==> src/sv/gdbd_pkg.sv <==
// Shared types, constants and calendar functions for the Gregorian day-distance block.
// No dependencies; used by gdbd_lane, gdbd_merge and gregorian_days_between_dates_top.
package gdbd_pkg;

   localparam int unsigned YEAR_W   = 12;
   localparam int unsigned MONTH_W  = 4;
   localparam int unsigned DAY_W    = 5;
   localparam int unsigned COUNT_W  = 20;
   localparam int unsigned SERIAL_W = 21;
   localparam int unsigned LIMIT_W  = 16;

   localparam logic [YEAR_W-1:0]   MIN_YEAR  = YEAR_W'(1900);
   localparam logic [LIMIT_W-1:0]  MAX_YEAR  = LIMIT_W'(4095);
   localparam logic [COUNT_W-1:0]  COUNT_MAX = '1;

   // Month codes
   localparam logic [MONTH_W-1:0] MON_JAN = 4'd1;
   localparam logic [MONTH_W-1:0] MON_FEB = 4'd2;
   localparam logic [MONTH_W-1:0] MON_MAR = 4'd3;
   localparam logic [MONTH_W-1:0] MON_APR = 4'd4;
   localparam logic [MONTH_W-1:0] MON_MAY = 4'd5;
   localparam logic [MONTH_W-1:0] MON_JUN = 4'd6;
   localparam logic [MONTH_W-1:0] MON_JUL = 4'd7;
   localparam logic [MONTH_W-1:0] MON_AUG = 4'd8;
   localparam logic [MONTH_W-1:0] MON_SEP = 4'd9;
   localparam logic [MONTH_W-1:0] MON_OCT = 4'd10;
   localparam logic [MONTH_W-1:0] MON_NOV = 4'd11;
   localparam logic [MONTH_W-1:0] MON_DEC = 4'd12;

   typedef struct packed {
      logic [YEAR_W-1:0]  first_year;
      logic [MONTH_W-1:0] first_month;
      logic [DAY_W-1:0]   first_day;
      logic [YEAR_W-1:0]  second_year;
      logic [MONTH_W-1:0] second_month;
      logic [DAY_W-1:0]   second_day;
   } req_type;

   typedef struct packed {
      logic [COUNT_W-1:0] day_count;
      logic               first_valid;
      logic               second_valid;
   } rsp_type;

   typedef struct packed {
      logic [YEAR_W-1:0]  year;
      logic [MONTH_W-1:0] month;
      logic [DAY_W-1:0]   day;
   } date_type;

   typedef struct packed {
      logic                ok;
      logic [SERIAL_W-1:0] serial;
   } lane_res_type;

   // floor(x / 25) for x < 1024, reciprocal multiply
   function automatic logic [5:0] div25_10(input logic [9:0] x);
      logic [20:0] p;
      p = 21'(x) * 21'd1311;
      return p[20:15];
   endfunction

   // floor(y / 25) for 12-bit y
   function automatic logic [7:0] div25_12(input logic [YEAR_W-1:0] y);
      logic [24:0] p;
      p = 25'(y) * 25'd5243;
      return p[24:17];
   endfunction

   function automatic logic [DAY_W-1:0] month_len(input logic [MONTH_W-1:0] m,
                                                  input logic leap);
      logic [DAY_W-1:0] len;
      case (m)
         MON_FEB: len = leap ? 5'd29 : 5'd28;
         MON_APR, MON_JUN, MON_SEP, MON_NOV: len = 5'd30;
         default: len = 5'd31;
      endcase
      return len;
   endfunction

   // Days before the month in a March-based year: (153*mp + 2) / 5
   function automatic logic [8:0] month_off(input logic [MONTH_W-1:0] m);
      logic [8:0] off;
      case (m)
         MON_MAR: off = 9'd0;
         MON_APR: off = 9'd31;
         MON_MAY: off = 9'd61;
         MON_JUN: off = 9'd92;
         MON_JUL: off = 9'd122;
         MON_AUG: off = 9'd153;
         MON_SEP: off = 9'd184;
         MON_OCT: off = 9'd214;
         MON_NOV: off = 9'd245;
         MON_DEC: off = 9'd275;
         MON_JAN: off = 9'd306;
         MON_FEB: off = 9'd337;
         default: off = 9'd0;
      endcase
      return off;
   endfunction

endpackage

==> src/sv/gdbd_lane.sv <==
// One date lane: validity check and serial day number, registered.
// Depends on gdbd_pkg.
module gdbd_lane
   import gdbd_pkg::*;
#(
   parameter logic [LIMIT_W-1:0] YEAR_LIMIT = MAX_YEAR
)
(
   input  logic         clock,
   input  logic         load,
   input  date_type     date,
   output lane_res_type res_ff
);

   lane_res_type            res_in;
   logic                    z25;
   logic                    leap;
   logic [7:0]              q25;
   logic [YEAR_W-1:0]       ya;
   logic [5:0]              q100;
   logic [5:0]              q400;
   logic [SERIAL_W:0]       sum;

   always_comb begin
      // leap: div by 4 and (not div by 25 or div by 16)
      q25  = div25_12(date.year);
      z25  = (13'(q25) * 13'd25) == 13'(date.year);
      leap = (date.year[1:0] == 2'b00) && (!z25 || (date.year[3:2] == 2'b00));

      res_in.ok = (date.year >= MIN_YEAR)
               && (LIMIT_W'(date.year) <= YEAR_LIMIT)
               && (date.month >= MON_JAN) && (date.month <= MON_DEC)
               && (date.day != '0)
               && (date.day <= month_len(date.month, leap));

      // Jan and Feb belong to the previous March-based year
      ya   = (date.month <= MON_FEB) ? date.year - YEAR_W'(1) : date.year;
      q100 = div25_10(ya[11:2]);
      q400 = div25_10({2'b00, ya[11:4]});
      sum  = 22'(ya) * 22'd365 + 22'(ya[11:2]) - 22'(q100) + 22'(q400)
           + 22'(month_off(date.month)) + 22'(date.day) - 22'd1;
      res_in.serial = sum[SERIAL_W-1:0];
   end

   always_ff @(posedge clock) begin
      if (load) begin
         res_ff <= res_in;
      end
   end

endmodule

==> src/sv/gdbd_merge.sv <==
// Merge stage: absolute difference of the two lane serials, saturation, invalid masking.
// Depends on gdbd_pkg.
module gdbd_merge
   import gdbd_pkg::*;
(
   input  logic         clock,
   input  logic         load,
   input  lane_res_type lane_a,
   input  lane_res_type lane_b,
   output rsp_type      res_ff
);

   rsp_type             res_in;
   logic [SERIAL_W-1:0] diff;

   always_comb begin
      diff = (lane_a.serial >= lane_b.serial) ? lane_a.serial - lane_b.serial
                                              : lane_b.serial - lane_a.serial;
      res_in.first_valid  = lane_a.ok;
      res_in.second_valid = lane_b.ok;
      if (!(lane_a.ok && lane_b.ok)) begin
         res_in.day_count = '0;
      end else if (diff > SERIAL_W'(COUNT_MAX)) begin
         res_in.day_count = COUNT_MAX;
      end else begin
         res_in.day_count = diff[COUNT_W-1:0];
      end
   end

   always_ff @(posedge clock) begin
      if (load) begin
         res_ff <= res_in;
      end
   end

endmodule

==> src/sv/gregorian_days_between_dates_top.sv <==
// Each item passes the lane stage, then the merge stage, before its result is valid.
// Throughput: one item per cycle; the two-stage pipeline keeps accepting while rsp_stall
// is low, and keeps taking one more item while a finished result waits.
// Reset (synchronous, active high) clears the stage valid bits only; payload is not reset.
// Depends on gdbd_pkg, gdbd_lane, gdbd_merge.
module gregorian_days_between_dates_top
   import gdbd_pkg::*;
#(
   // Latest year that still counts as a valid date
   parameter logic [LIMIT_W-1:0] YEAR_LIMIT = MAX_YEAR
)
(
   input  logic    clock,
   input  logic    reset,
   input  logic    req_valid,
   output logic    req_stall,
   input  req_type req_data,
   output logic    rsp_valid,
   input  logic    rsp_stall,
   output rsp_type rsp_data
);

   // Stage occupancy
   logic s1_valid_ff, s1_valid_in;
   logic rsp_valid_ff, rsp_valid_in;
   logic s1_load, s2_load;

   date_type     date_a, date_b;
   lane_res_type lane_a_ff, lane_b_ff;

   // Output stage moves when empty or being drained; lane stage moves when it
   // is empty or its item moves on. This gives a skid of one item under stall.
   assign s2_load   = !rsp_valid_ff || !rsp_stall;
   assign s1_load   = !s1_valid_ff || s2_load;
   assign req_stall = !s1_load;

   assign s1_valid_in  = s1_load ? req_valid : s1_valid_ff;
   assign rsp_valid_in = s2_load ? s1_valid_ff : rsp_valid_ff;

   always_ff @(posedge clock) begin
      if (reset) begin
         s1_valid_ff  <= 1'b0;
         rsp_valid_ff <= 1'b0;
      end else begin
         s1_valid_ff  <= s1_valid_in;
         rsp_valid_ff <= rsp_valid_in;
      end
   end

   // Split the item into the two dates, one per lane
   assign date_a = '{year: req_data.first_year, month: req_data.first_month,
                     day: req_data.first_day};
   assign date_b = '{year: req_data.second_year, month: req_data.second_month,
                     day: req_data.second_day};

   gdbd_lane #(
      .YEAR_LIMIT (YEAR_LIMIT)
   ) u_lane_a (
      .clock  (clock),
      .load   (s1_load && req_valid),
      .date   (date_a),
      .res_ff (lane_a_ff)
   );

   gdbd_lane #(
      .YEAR_LIMIT (YEAR_LIMIT)
   ) u_lane_b (
      .clock  (clock),
      .load   (s1_load && req_valid),
      .date   (date_b),
      .res_ff (lane_b_ff)
   );

   // Combine lane serials into the day count
   gdbd_merge u_merge (
      .clock  (clock),
      .load   (s2_load && s1_valid_ff),
      .lane_a (lane_a_ff),
      .lane_b (lane_b_ff),
      .res_ff (rsp_data)
   );

   assign rsp_valid = rsp_valid_ff;

`ifndef SYNTHESIS
   // An invalid date always forces a zero count
   a_invalid_zero: assert property (@(posedge clock) disable iff (reset)
      rsp_valid && !(rsp_data.first_valid && rsp_data.second_valid)
      |-> rsp_data.day_count == '0)
      else $error("nonzero count with an invalid date");

   // Input only backs up when both stages are full and the output is stalled
   a_stall_full: assert property (@(posedge clock) disable iff (reset)
      req_stall |-> s1_valid_ff && rsp_valid_ff && rsp_stall)
      else $error("input stalled with room in the pipeline");

   // Reset empties the pipeline
   a_reset_empty: assert property (@(posedge clock)
      reset |=> !s1_valid_ff && !rsp_valid_ff)
      else $error("pipeline not empty after reset");
`endif

endmodule
==> config.mk <==
export PLATFORM = sky130hd
export DESIGN_NAME = gregorian_days_between_dates_top
export DESIGN_NICKNAME = d
export VERILOG_FILES = /design/src/sv/gdbd_pkg.sv /design/src/sv/gdbd_lane.sv /design/src/sv/gdbd_merge.sv /design/src/sv/gregorian_days_between_dates_top.sv
export SDC_FILE = /design/constraint.sdc
export NUM_CORES = 1
export LEC_CHECK = 0
export BUFFER_PORTS_ARGS = -buffer_cell sky130_fd_sc_hd__clkbuf_2
export CORE_ASPECT_RATIO = 1.25
export CORE_MARGIN = 2
export CORE_UTILIZATION = 45
export DETAILED_ROUTE_END_ITERATION = 7
export PLACE_DENSITY = 0.72
export SYNTH_ARGS = -nofsm -noshare
export SYNTH_HDL_FRONTEND = slang
export SYNTH_SLANG_ARGS = --single-unit
==> constraint.sdc <==
create_clock -name clock -period 12.41 [get_ports clock]
set_clock_uncertainty 0.05 [all_clocks]
set_input_delay 0 -clock clock [delete_from_list [all_inputs] [get_ports clock]]
set_output_delay 0 -clock clock [all_outputs]
set_load 0.01 [all_outputs]
# After elaboration in Yosys (flattened, before gate mapping)

Memory sizes are Yosys's and may differ from the RTL's.
Index checks and enable logic that the tools add are counted.

Logic and storage cells: 100
Memories kept: 2
Bits in read-only memories: 288
Input port bits: 46
Register bits after elaboration: 68

Memory list:

| name            | words | width | rd ports | clocked after Yosys merged registers in | wr ports | line           | source |
|---|---|---|---|---|---|---|---|
| (no name shown) | 16    | 9     | 1        | 0                                       | 0        | gdbd_pkg.sv:84 | `case (m)` |
| (no name shown) | 16    | 9     | 1        | 0                                       | 0        | gdbd_pkg.sv:84 |  |

Magnitude comparators: 12
Equal/unequal tests: 12
Mux-type cells: 8
Add/subtract/negate cells: 16
Reductions and logical operators: 31
$mul: 10

Operators by type and width:

| operator                                              | count |
|---|---|
| multiplier 12 x 13 -> 25 bit, second input constant   | 2 |
| adder 21 x 10 -> 21 bit                               | 2 |
| adder 21 x 4 -> 21 bit                                | 2 |
| adder 21 x 5 -> 21 bit                                | 2 |
| adder 21 x 9 -> 21 bit                                | 2 |
| multiplier 10 x 11 -> 21 bit, second input constant   | 2 |
| multiplier 12 x 9 -> 21 bit, second input constant    | 2 |
| subtractor 21 x 1 -> 21 bit, second input constant    | 2 |
| subtractor 21 bit                                     | 2 |
| subtractor 21 x 6 -> 21 bit                           | 2 |
| multiplier 8 x 11 -> 19 bit, second input constant    | 2 |
| == test 13 x 12 -> 1 bit                              | 2 |
| multiplier 8 x 5 -> 13 bit, second input constant     | 2 |
| >= comparator 12 x 11 -> 1 bit, second input constant | 2 |
| 2-to-1 mux 12 bit                                     | 2 |
| subtractor 12 x 1 -> 12 bit, second input constant    | 2 |
| >= comparator 21 bit                                  | 1 |
| > comparator 21 x 20 -> 1 bit, second input constant  | 1 |
| 2-to-1 mux 21 bit                                     | 1 |
| 2-to-1 mux 20 bit                                     | 1 |
| case mux 5 bit (2 select lines)                       | 2 |
| == test 4 x 3 -> 1 bit, second input constant         | 4 |
| == test 4 bit, second input constant                  | 4 |
| logical AND 1 bit                                     | 13 |
| 11 further kinds                                      | 30 |

# Depth between registers and ports, before layout

Gate-level depths: netlist (run 1).

Depth after elaboration: 10
Depth in mapped cells: 45

# By module

From an unflattened synthesis (run 1), not the netlist that was laid out.

Cells, all modules: 2,664
Area total of the unflattened synthesis: 25,375.6 sq um

By module, submodules not included:

| module                           | instances | sequential area each (sq um) | area an instance (sq um) | cells each |
|---|---|---|---|---|
| gdbd_lane (u_lane_b)             | 1         | 660.6                        | 11,134.4                 | 1,142 |
| gdbd_lane (u_lane_a)             | 1         | 660.6                        | 11,050.6                 | 1,126 |
| gdbd_merge                       | 1         | 660.6                        | 3,104.2                  | 386 |
| gregorian_days_between_dates_top | 1         | 40.0                         | 86.3                     | 10 |

# Worst setup path after synthesis (run 1)

OpenSTA, ideal clock, no wires.

Path kind: input to register
Start point: input port req_data[26] (netlist name)
End point: register u_lane_a.res_ff[20] (netlist name) (data pin)
Path buffers: 0
Data required time: 12.100 ns
Path slack: 1.832 ns
Arrival time: 10.268 ns
Cell stages on the path: 43
Library setup time: 0.260 ns
Path through: inv_1 -> ha_1 -> inv_1 -> a21boi_1 -> nand4_1 -> or3_1 -> xnor2_1 -> inv_1 -> fa_1 -> inv_1 -> fa_1 -> inv_1 -> fa_1 -> inv_1 -> fa_1 -> fa_1 -> inv_1 -> ha_1 -> [... 7 more ...] -> xnor2_1 -> ha_1 -> inv_1 -> fa_1 -> inv_1 -> fa_1 -> inv_1 -> fa_1 -> inv_1 -> ha_1 -> a21o_1 -> a2111oi_0 -> o31ai_1 -> o21ai_1 -> a31oi_1 -> a21o_1 -> a21oi_1 -> xnor2_1

RTL lines:

| what                 | line                                   | source |
|---|---|---|
| start, declared      | gregorian_days_between_dates_top.sv:17 | `input req_type req_data,` |
| end signal, assigned | gdbd_lane.sv:47                        | `res_ff <= res_in;` |
| end, declared        | gdbd_lane.sv:12                        | `output lane_res_type res_ff` |

==> run_results.csv, run 1 <==
group,metric,value,unit
sta,setup_viol,0,
routing,wl_per_cell,15.49,um
yosys,ys_types,83,
yosys,synth_top_area_cell,"ha_1",
yosys,synth_area_leaders,"ha_1 (32%), fa_1 (26%), inv_1 (10%)",
yosys,yosys_register_bits,68,
sta,maxSlewHeadroom,26.74,%
critical_path,crit_required,12.43,ns
yosys,synth-main-ff-cell,"edfxtp_1",
critical_path,path_class,"in2reg",
routing,vias_per_cell,5.107,
global_routing,grt_pass1_vias,18750,
clock_tree,post-cts-setup-buffer-count,0,
critical_path,cp_slowest_cell,"a2111oi_0",
global_routing,grt-ovfl-total,0,
die,rows,96,
cells_and_area,drive_gt1_share,4.790,%
routing,drtIter0Drc,713,
run_status,status,"finished, final reports clean",
sta,setup-tns-final,0,ns
sta,fin_ws,0.9854,ns
routing,drcViolationCount,0,
sta,drv_slew,0,
yosys,synth_commonest_cells,"inv_1 (692), ha_1 (647), fa_1 (322), a21oi_1 (122), xnor2_1 (119)",
global_routing,grt_antenna_before_repair,0,
worst_hold_path,min_path_type,"in2reg",
yosys,postSynthAreaPerCell,9.481,um2
sta,period_share,92.06,%
placement,hpwl,47560,um
critical_path,crit_arrival,11.44,ns
clock_tree,cts_buffer_depth,2,
clock_tree,clkTransAtPathRegs,0.06,ns
die,initial_utilization,45.53,%
sta,worst_pin_slew,1.087,ns
critical_path,critPathMaxFanout,9,
clock_tree,cts-root-buf,"clkbuf_16",
critical_path,startpoint_type,"primary input",
yosys,ys_async_sr_fraction,0,%
die,design.core.area,0.05489,mm2
routing,ant_nets,0,
placement,portBuffers,69,
global_routing,grt_pass1_wl,91470,um
die,io_pins,70,
cells_and_area,syn2layout_area_growth,6.408,%
yosys,syn_inst,2636,
clock_tree,cts-buffers-inserted,9,
yosys,synth_edf_count,66,
routing,first_pass_iters,7,
yosys,synth.most_common_cell,"inv_1",
global_routing,grt_max_degree,45,
die,die_area,0.05745,mm2
sta,max_freq,87.53,MHz
die,die_x,214.8,um
cells_and_area,final_util,48.45,%
clock_tree,cts_max_level,3,
sta,layout_min_cycle_time,11.42,ns
cells_and_area,fin_nets,3726,
clock_tree,cts_tree,"yes",
yosys,ys_seq_area_share,8.090,%
yosys,yosysWarnings,0,
critical_path,crit_top_cell,"inv_1",
placement,place_ws,0.6909,ns
yosys,synth_nets,3651,
routing,totalWireLength,53430,um
routing,vias,17610,
yosys,synthDominantCellAreaShare,32.39,%
clock_tree,cts_sinks,68,
clock_tree,worstSkewPairLatency,0.33,ns
cells_and_area,diodes,0,
global_routing,track_usage,19.47,%
sta,rsz0062_at_grt,"false",
placement,place.gp.congestion,0.9536,
yosys,syn_area,0.02499,mm2
critical_path,cpPeakStageDelay,0.70,ns
critical_path,endpoint_kind,"flip-flop",
sta,hold_viol,0,
flow_run,drv_cap,0,
die,die_h,267.5,um
sta,timing.hold.ws,0.2073,ns
sequential cells by signal (all words and copies together), names as in the netlist:
name / cells
u_lane_b.res_ff: 22
u_lane_a.res_ff: 22
s1_valid_ff: 1
rsp_valid: 1
u_merge.res_ff: 22
final timing paths:
kind                                            end  slack [ns]                 from  depth (start not counted)
worst max-delay path            u_lane_a.res_ff[20]        0.99         req_data[26]                         45
worst max register to register   u_merge.res_ff[20]        8.44  u_lane_a.res_ff[14]                         11
worst min-delay path            u_lane_a.res_ff[21]        0.21         req_data[25]                          4
worst min register to register            rsp_valid        0.44          s1_valid_ff                          2
layer usage:
metal  GRT usage, %  share of wire [%]  vias up
li1               -                  -     8749
met5              0                  0        -
met3         0.9086                1.7       68
met4          5.255                2.6        0
met1          24.04                 44     8551
met2          36.83                 52      246
cells in the final DEF (no fill, tap or decap), types with 7 or more instances in the layout:
cell	netlist	final
inv_1	692	692
ha_1	647	647
fa_1	322	322
a21oi_1	122	122
xnor2_1	119	119
nor2_1	75	75
nand2_1	72	72
clkbuf_2	1	69
edfxtp_1	66	66
o21ai_0	60	60
a21o_1	57	57
xor2_1	35	35
nand3_1	32	32
buf_4	2	22
nor3_1	20	20
o21a_1	17	17
nand4_1	16	16
nand2b_1	15	15
o21bai_1	15	15
nor2b_1	15	14
a31oi_1	13	13
o21ai_1	12	12
mux2i_1	11	11
or2_2	10	10
a211oi_1	9	9
clkbuf_16	0	9
or3_1	8	8
o211ai_1	8	8
and2_1	8	8
a2111oi_0	9	8
and3_1	7	7
o31ai_1	7	7
worst max-delay path, delay by kind of cell:
kind / cells / cell delay, ns
xor+xnor: 3 / 0.73
compound gates: 15 / 3.66
buf+inv: 13 / 1.23
simple gates: 2 / 0.47
fa+ha+maj: 12 / 5.32
repair_timing:
item / CTS / global route
endpoints found under the setup margin: 0 / 0
hold endpoints to repair: 2 / 0
resized for setup: 0 / 0
hold buffers: 3 / 0
metrics by stage:
stage | area [um2] | instances
after floorplan | 24990 | 2636
after CTS | 26590 | 3449
after detailed placement | 26290 | 3432
after global routing | 26590 | 3449
final | 26590 | 3449
after global placement | 26290 | 3432
area by class of cell:
class	instances	area, um2
fillers	5137	28300
repair buffers	94	540.5
multi-input cells	1845	20240
inverters	693	2601
clock buffers	10	229.0
flip-flops and latches	68	2022
well taps	735	919.6
clock inverters	4	42.54
cells by family (layout without fill, tap and decap cells):
group / after synthesis / after routing / share of synthesized area, %
xor gates and xnor gates: 155 / 155 / 5.487
buffers and inverters: 723 / 801 / 10.98
adders and majority gates: 969 / 969 / 58.18
muxes: 12 / 12 / 0.4856
and+or+nand+nor: 304 / 304 / 6.023
DFF: 68 / 68 / 8.090
AOI/OAI and AO/OA: 405 / 405 / 10.75
Power of run 1 is left out: the tool's default activity adds up to more than one toggle a clock period on the data nets, which glitch-free logic cannot reach.
==> run 2, diff against run 1 <==
==> constraint.sdc (replaced) <==
create_clock -name clock -period 13.48 [get_ports clock]
set_clock_uncertainty 0.05 [all_clocks]
set_input_delay 0 -clock clock [delete_from_list [all_inputs] [get_ports clock]]
set_output_delay 0 -clock clock [all_outputs]
set_load 0.01 [all_outputs]
==> run 2 against run 1 <==
Net effect: global-route usage is 0.47 points lower; routed wire length decreased by 1.2%; sequential share of layout area hardly changed; non-clock buffer count is 2 lower; clock-buffer cell count down 1; setup slack better by 0.81 ns; critical path depth shrank 1; design area grew 0.20%; first-iteration DRC count increased by 3.4%; cell count hardly changed; critical path type unchanged.
==> run_results.csv, run 2 (same netlist as run 1, synthesis figures left out) <==
group,metric,value,unit
sta,drv_slew,0,
sta,layout_min_cycle_time,11.68,ns
critical_path,r2r_end,"u_merge.res_ff[3]",
routing,drcViolationCount,0,
cells_and_area,layout.cells.most_common_list,"inv_1 (692), ha_1 (647), fa_1 (322)",
sta,max_freq,85.62,MHz
critical_path,cpPeakStageDelay,0.68,ns
global_routing,grt_pass1_vias,18330,
cells_and_area,diodes,0,
global_routing,track_usage,19.00,%
worst_hold_path,hold_depth,4,
cells_and_area,top_regs,"u_lane_a.res_ff x22, u_lane_b.res_ff x22, u_merge.res_ff x22",
die,die_x,214.8,um
die,rows,96,
critical_path,rr_worst_depth,11,
global_routing,grt-ovfl-total,0,
placement,hpwl,46970,um
worst_hold_path,hp-start,"req_data[25]",
routing,vias_per_cell,5.104,
clock_tree,worstSkewPairLatency,0.35,ns
clock_tree,post-cts-setup-buffer-count,0,
sta,period_share,86.64,%
sta,setup_viol,0,
critical_path,endpoint_kind,"flip-flop",
cells_and_area,final_common_cell,"inv_1",
clock_tree,cts_sinks,68,
clock_tree,clkTransAtPathRegs,0.06,ns
cells_and_area,register_area,0.002022,mm2
clock_tree,cts-root-buf,"clkbuf_16",
die,die_area,0.05745,mm2
sta,hold_viol,0,
critical_path,cp_slowest_cell,"a2111oi_0",
clock_tree,cts_tree,"yes",
cells_and_area,syn2layout_area_growth,6.618,%
critical_path,crit_top_cell,"inv_1",
sta,setup-tns-final,0,ns
routing,wl_per_cell,15.30,um
flow_run,drv_cap,0,
placement,place.gp.congestion,0.9701,
die,initial_utilization,45.53,%
sta,maxSlewHeadroom,27.45,%
global_routing,grt_antenna_before_repair,0,
critical_path,crit_arrival,11.71,ns
routing,vias,17600,
critical_path,critPathMaxFanout,9,
routing,totalWireLength,52770,um
cells_and_area,fin_nets,3724,
sta,worst_pin_slew,1.077,ns
routing,ant_nets,0,
critical_path,path_class,"in2reg",
clock_tree,cts_resized,0,
critical_path,r2r_start,"u_lane_a.res_ff[15]",
routing,drtIter0Drc,737,
critical_path,startpoint_type,"primary input",
placement,portBuffers,69,
global_routing,grt_max_degree,45,
critical_path,worst-r2r-setup-slack,9.37,ns
clock_tree,cts-buffers-inserted,9,
critical_path,crit_required,13.51,ns
routing,first_pass_iters,5,
worst_hold_path,min_path_type,"in2reg",
cells_and_area,num-fill-cells,5136,
die,io_pins,70,
global_routing,grt_pass1_wl,88670,um
run_status,status,"finished, final reports clean",
die,design.core.area,0.05489,mm2
worst_hold_path,min_to,"u_lane_a.res_ff[21]",
clock_tree,cts_buffer_depth,2,
cells_and_area,drive_gt1_share,4.865,%
die,die_h,267.5,um
cells_and_area,multi_input_area,0.02024,mm2
sta,rsz0062_at_grt,"false",
clock_tree,postCtsHoldBufs,3,
clock_tree,cts_max_level,3,
run 2: cell count changes in the layout (fill, tap and decap cells not counted):
cell / delta
clkbuf_1: -1
clkinvlp_4: +2
bufinv_16: +2
clkinv_4: +1
clkinv_1: -2
clkinv_2: -1
buf_4: -2
run 2: cell type report:
| class | count | area share (%) |
|---|---|---|
| multi-input combinational | 1845 | 75.95 |
| inverter | 693 | 9.762 |
| sequential | 68 | 7.588 |
| tap | 735 | 3.451 |
| timing repair buffer | 92 | 1.972 |
| clock buffer | 9 | 0.8452 |
| clock inverter | 6 | 0.4273 |
run 2: worst max path at each step:
| stage | cells after the start | startpoint | end |
|---|---|---|---|
| after floorplan | 43 | req_data[26] | u_lane_a.res_ff[20] |
| after global placement | 44 | req_data[26] | u_lane_a.res_ff[20] |
| after detailed placement | 44 | req_data[26] | u_lane_a.res_ff[20] |
| after CTS | 44 | req_data[26] | u_lane_a.res_ff[20] |
| after global routing | 44 | req_data[26] | u_lane_a.res_ff[20] |
| final | 44 | req_data[26] | u_lane_a.res_ff[20] |
run 2: critical path: cells and delay by family:
kind	cells	cell delay, ns
compound gates	15	4.09
xor+xnor	3	0.67
fa+ha+maj	12	5.31
buf+inv	12	1.04
simple gates	2	0.58
run 2: metal layers:
layer	track usage [%]	wire length [um]	vias to the layer above
met3	1.272	1078	85
met2	36.57	27440	276
met1	22.63	22780	8497
met5	0	0	-
li1	-	-	8741
met4	5.330	1475	0
run 2: per-stage QoR:
stage / instance area (um2) / hold slack, ns / setup slack (ns) / std cells / util [%]
6_report: 26650 / 0.2401 / 1.800 / 3448 / 48.54
2_1_floorplan: 24990 / 0.02238 / 2.902 / 2636 / -
3_5_place_dp: 26280 / 0.1386 / 1.516 / 3430 / 47.87
5_1_grt: 26650 / 0.2758 / 0.9098 / 3448 / 48.54
3_3_place_gp: 26280 / 0.1346 / 1.794 / 3430 / 47.87
4_1_cts: 26650 / 0.2545 / 1.848 / 3448 / 48.54
Power of run 2 is left out for the same reason.
==> run 3, diff against run 2 <==
--- a/config.mk
+++ b/config.mk
@@ -13,4 +13,5 @@
 export PLACE_DENSITY = 0.72
 export SYNTH_ARGS = -nofsm -noshare
 export SYNTH_HDL_FRONTEND = slang
+export SYNTH_HIERARCHICAL = 1
 export SYNTH_SLANG_ARGS = --single-unit
==> run 3 against run 2 <==
Net effect: worst hold slack improved by 0.0088 ns; non-clock buffer count shrank 2; sequential cell count did not move; critical endpoint is now u_lane_a/res_ff[20]; design area grew 1.5%; largest cell class unchanged; routed wire length increased by 1.1%; critical path type unchanged; utilization is 0.21 points lower; setup slack gained 0.53 ns; cell count increased by 1.2%; via count up 2.9%.
==> run_results.csv, run 3 <==
group,metric,value,unit
sta,setup_viol,0,
yosys,synthDominantCellAreaShare,31.80,%
critical_path,startpoint,"req_data[28]",
critical_path,cpPeakStageDelay,0.74,ns
cells_and_area,drive_gt1_share,5.499,%
global_routing,grt_antenna_before_repair,0,
critical_path,crit_required,13.51,ns
die,die_x,216.4,um
yosys,ys_async_sr_fraction,0,%
die,design.core.area,0.05595,mm2
die,die_area,0.05832,mm2
yosys,synth_area_leaders,"ha_1 (32%), fa_1 (25%), inv_1 (11%)",
critical_path,worstSetupEndpoint,"u_lane_a/res_ff[20]",
yosys,ys_seq_area_share,7.968,%
sta,layout_min_cycle_time,11.15,ns
sta,drv_slew,0,
clock_tree,cts_tree,"yes",
critical_path,crit_arrival,11.19,ns
routing,vias,18100,
cells_and_area,diodes,0,
critical_path,critPathMaxFanout,9,
global_routing,grt-ovfl-total,0,
critical_path,r2r_end,"u_merge/res_ff[13]",
sta,period_share,82.72,%
placement,place.gp.congestion,0.9202,
yosys,synth-compound-area-share,11.73,%
yosys,synth_top_family_by_area,"adder cells",
die,die_h,269.5,um
routing,totalWireLength,53330,um
cells_and_area,num-fill-cells,5087,
global_routing,grt_max_degree,45,
critical_path,cp_slowest_cell,"xnor2_1",
cells_and_area,register_area,0.002022,mm2
yosys,synth_nets,3675,
global_routing,track_usage,18.86,%
cells_and_area,layout.cells.most_common_list,"inv_1 (716), ha_1 (645), fa_1 (320)",
clock_tree,cts_resized,0,
clock_tree,cts_buffer_depth,2,
routing,wl_per_cell,15.29,um
routing,ant_nets,0,
clock_tree,cts_sinks,68,
critical_path,startpoint_type,"primary input",
critical_path,crit_top_cell,"inv_1",
routing,first_pass_iters,5,
sta,rsz0062_at_grt,"false",
die,initial_utilization,45.35,%
clock_tree,cts_max_level,3,
placement,place_ws,1.990,ns
yosys,syn_area,0.02538,mm2
die,io_pins,70,
yosys,yosys_register_bits,68,
yosys,syn_inst,2664,
yosys,postSynthAreaPerCell,9.525,um2
placement,hpwl,47440,um
yosys,synth_commonest_cells,"inv_1 (716), ha_1 (645), fa_1 (320), a21oi_1 (126), xnor2_1 (119)",
yosys,synth_fa_ha_area_share,57.05,%
yosys,yosys-mux-area-fraction,0.7741,%
yosys,yosysWarnings,6,
die,rows,97,
cells_and_area,syn2layout_area_growth,6.568,%
yosys,synthSimpleGateAreaFrac,5.981,%
global_routing,grt_pass1_wl,90680,um
sta,worst_pin_slew,1.110,ns
yosys,synth_edf_count,66,
cells_and_area,final_util,48.33,%
yosys,ys_types,84,
clock_tree,cts-root-buf,"clkbuf_16",
global_routing,grt_pass1_vias,18960,
clock_tree,clkTransAtPathRegs,0.05,ns
yosys,synth-main-ff-cell,"edfxtp_1",
critical_path,r2r_start,"u_lane_a/res_ff[16]",
yosys,synth_top_area_cell,"ha_1",
yosys,synth_xor_area_share,5.370,%
critical_path,path_class,"in2reg",
sta,setup-tns-final,0,ns
flow_run,drv_cap,0,
clock_tree,cts-buffers-inserted,9,
critical_path,rr_worst_depth,11,
routing,drtIter0Drc,962,
cells_and_area,fin_nets,3752,
cells_and_area,multi_input_area,0.02055,mm2
sta,max_freq,89.68,MHz
clock_tree,worstSkewPairLatency,0.34,ns
cells_and_area,top_regs,"u_lane_a/res_ff x22, u_lane_b/res_ff x22, u_merge/res_ff x22",
yosys,synth.most_common_cell,"inv_1",
sta,hold_viol,0,
placement,portBuffers,69,
critical_path,worst-r2r-setup-slack,9.60,ns
critical_path,endpoint_kind,"flip-flop",
sta,fin_ws,2.330,ns
sta,maxSlewHeadroom,24.10,%
routing,drcViolationCount,0,
routing,vias_per_cell,5.190,
cells_and_area,final_common_cell,"inv_1",
sta,timing.hold.ws,0.2489,ns
run_status,status,"finished, final reports clean",
worst_hold_path,min_path_type,"in2reg",
run 3: cell types whose count changed in the layout (fill, tap and decap cells not counted), moves of 6 or more:
| cell | previous run | this run |
|---|---|---|
| nor2_1 | 75 | 56 |
| o22ai_1 | 1 | 7 |
| nand2_1 | 72 | 59 |
| a21o_1 | 57 | 47 |
| o21bai_1 | 15 | 23 |
| o21a_1 | 17 | 27 |
| and3_1 | 7 | 14 |
| a211oi_1 | 9 | 24 |
| inv_1 | 692 | 716 |
| nand3_1 | 32 | 38 |
| o21ai_1 | 12 | 1 |
run 3: cell families after synthesis:
logic type / after synthesis
xor gates and xnor gates: 154
and+or+nand+nor: 292
muxes: 14
adders and majority gates: 965
buffers and inverters: 740
DFF: 68
AOI/OAI and AO/OA: 431
run 3: worst min path at each step:
| stage | startpoint | endpoint | slack [ns] | depth (start not counted) |
|---|---|---|---|---|
| global placement | reset | s1_valid_ff | 0.13 | 2 |
| finish | req_data[4] | u_lane_b/res_ff[21] | 0.25 | 4 |
| global route | req_data[4] | u_lane_b/res_ff[21] | 0.26 | 4 |
| detailed placement | reset | s1_valid_ff | 0.14 | 2 |
| CTS | req_data[4] | u_lane_b/res_ff[21] | 0.25 | 4 |
| floorplan | reset | s1_valid_ff | 0.01 | 1 |
run 3: metrics by stage:
stage | instance area (um2) | instances
final | 27040 | 3488
after global routing | 27040 | 3488
after CTS | 27040 | 3488
after detailed placement | 26670 | 3469
after global placement | 26670 | 3469
after floorplan | 25380 | 2664
run 3: area by class of cell:
type                       instances  share of cell area [%]
timing repair buffer              90                   1.888
clock buffer                       9                  0.8328
sequential                        68                   7.477
inverter                         716                   9.938
tap                              742                   3.433
multi-input combinational       1856                   76.01
clock inverter                     7                  0.4257
run 3: metal layers:
layer | vias to the layer above | wire length [um] | global-route usage [%]
met1 | 8731 | 22730 | 23.33
met4 | 0 | 1768 | 6.074
met2 | 343 | 27130 | 34.32
met3 | 104 | 1704 | 1.715
met5 | - | 0 | 0
li1 | 8925 | - | -
run 3: repair_timing:
item / 4_1_cts / 5_1_grt
hold buffers: 3 / 0
hold endpoints to repair: 2 / 0
setup buffers: 0 / 0
endpoints found under the setup margin: 0 / 0
run 3: worst max-delay path: cells and delay by family:
kind,cells,cell delay (ns)
adder cells (fa/ha/maj),12,5.08
AO/OA/AOI/OAI,13,3.39
XOR/XNOR,3,0.99
buffers and inverters,9,0.87
AND/OR/NAND/NOR,4,0.86
Power of run 3 is left out for the same reason.
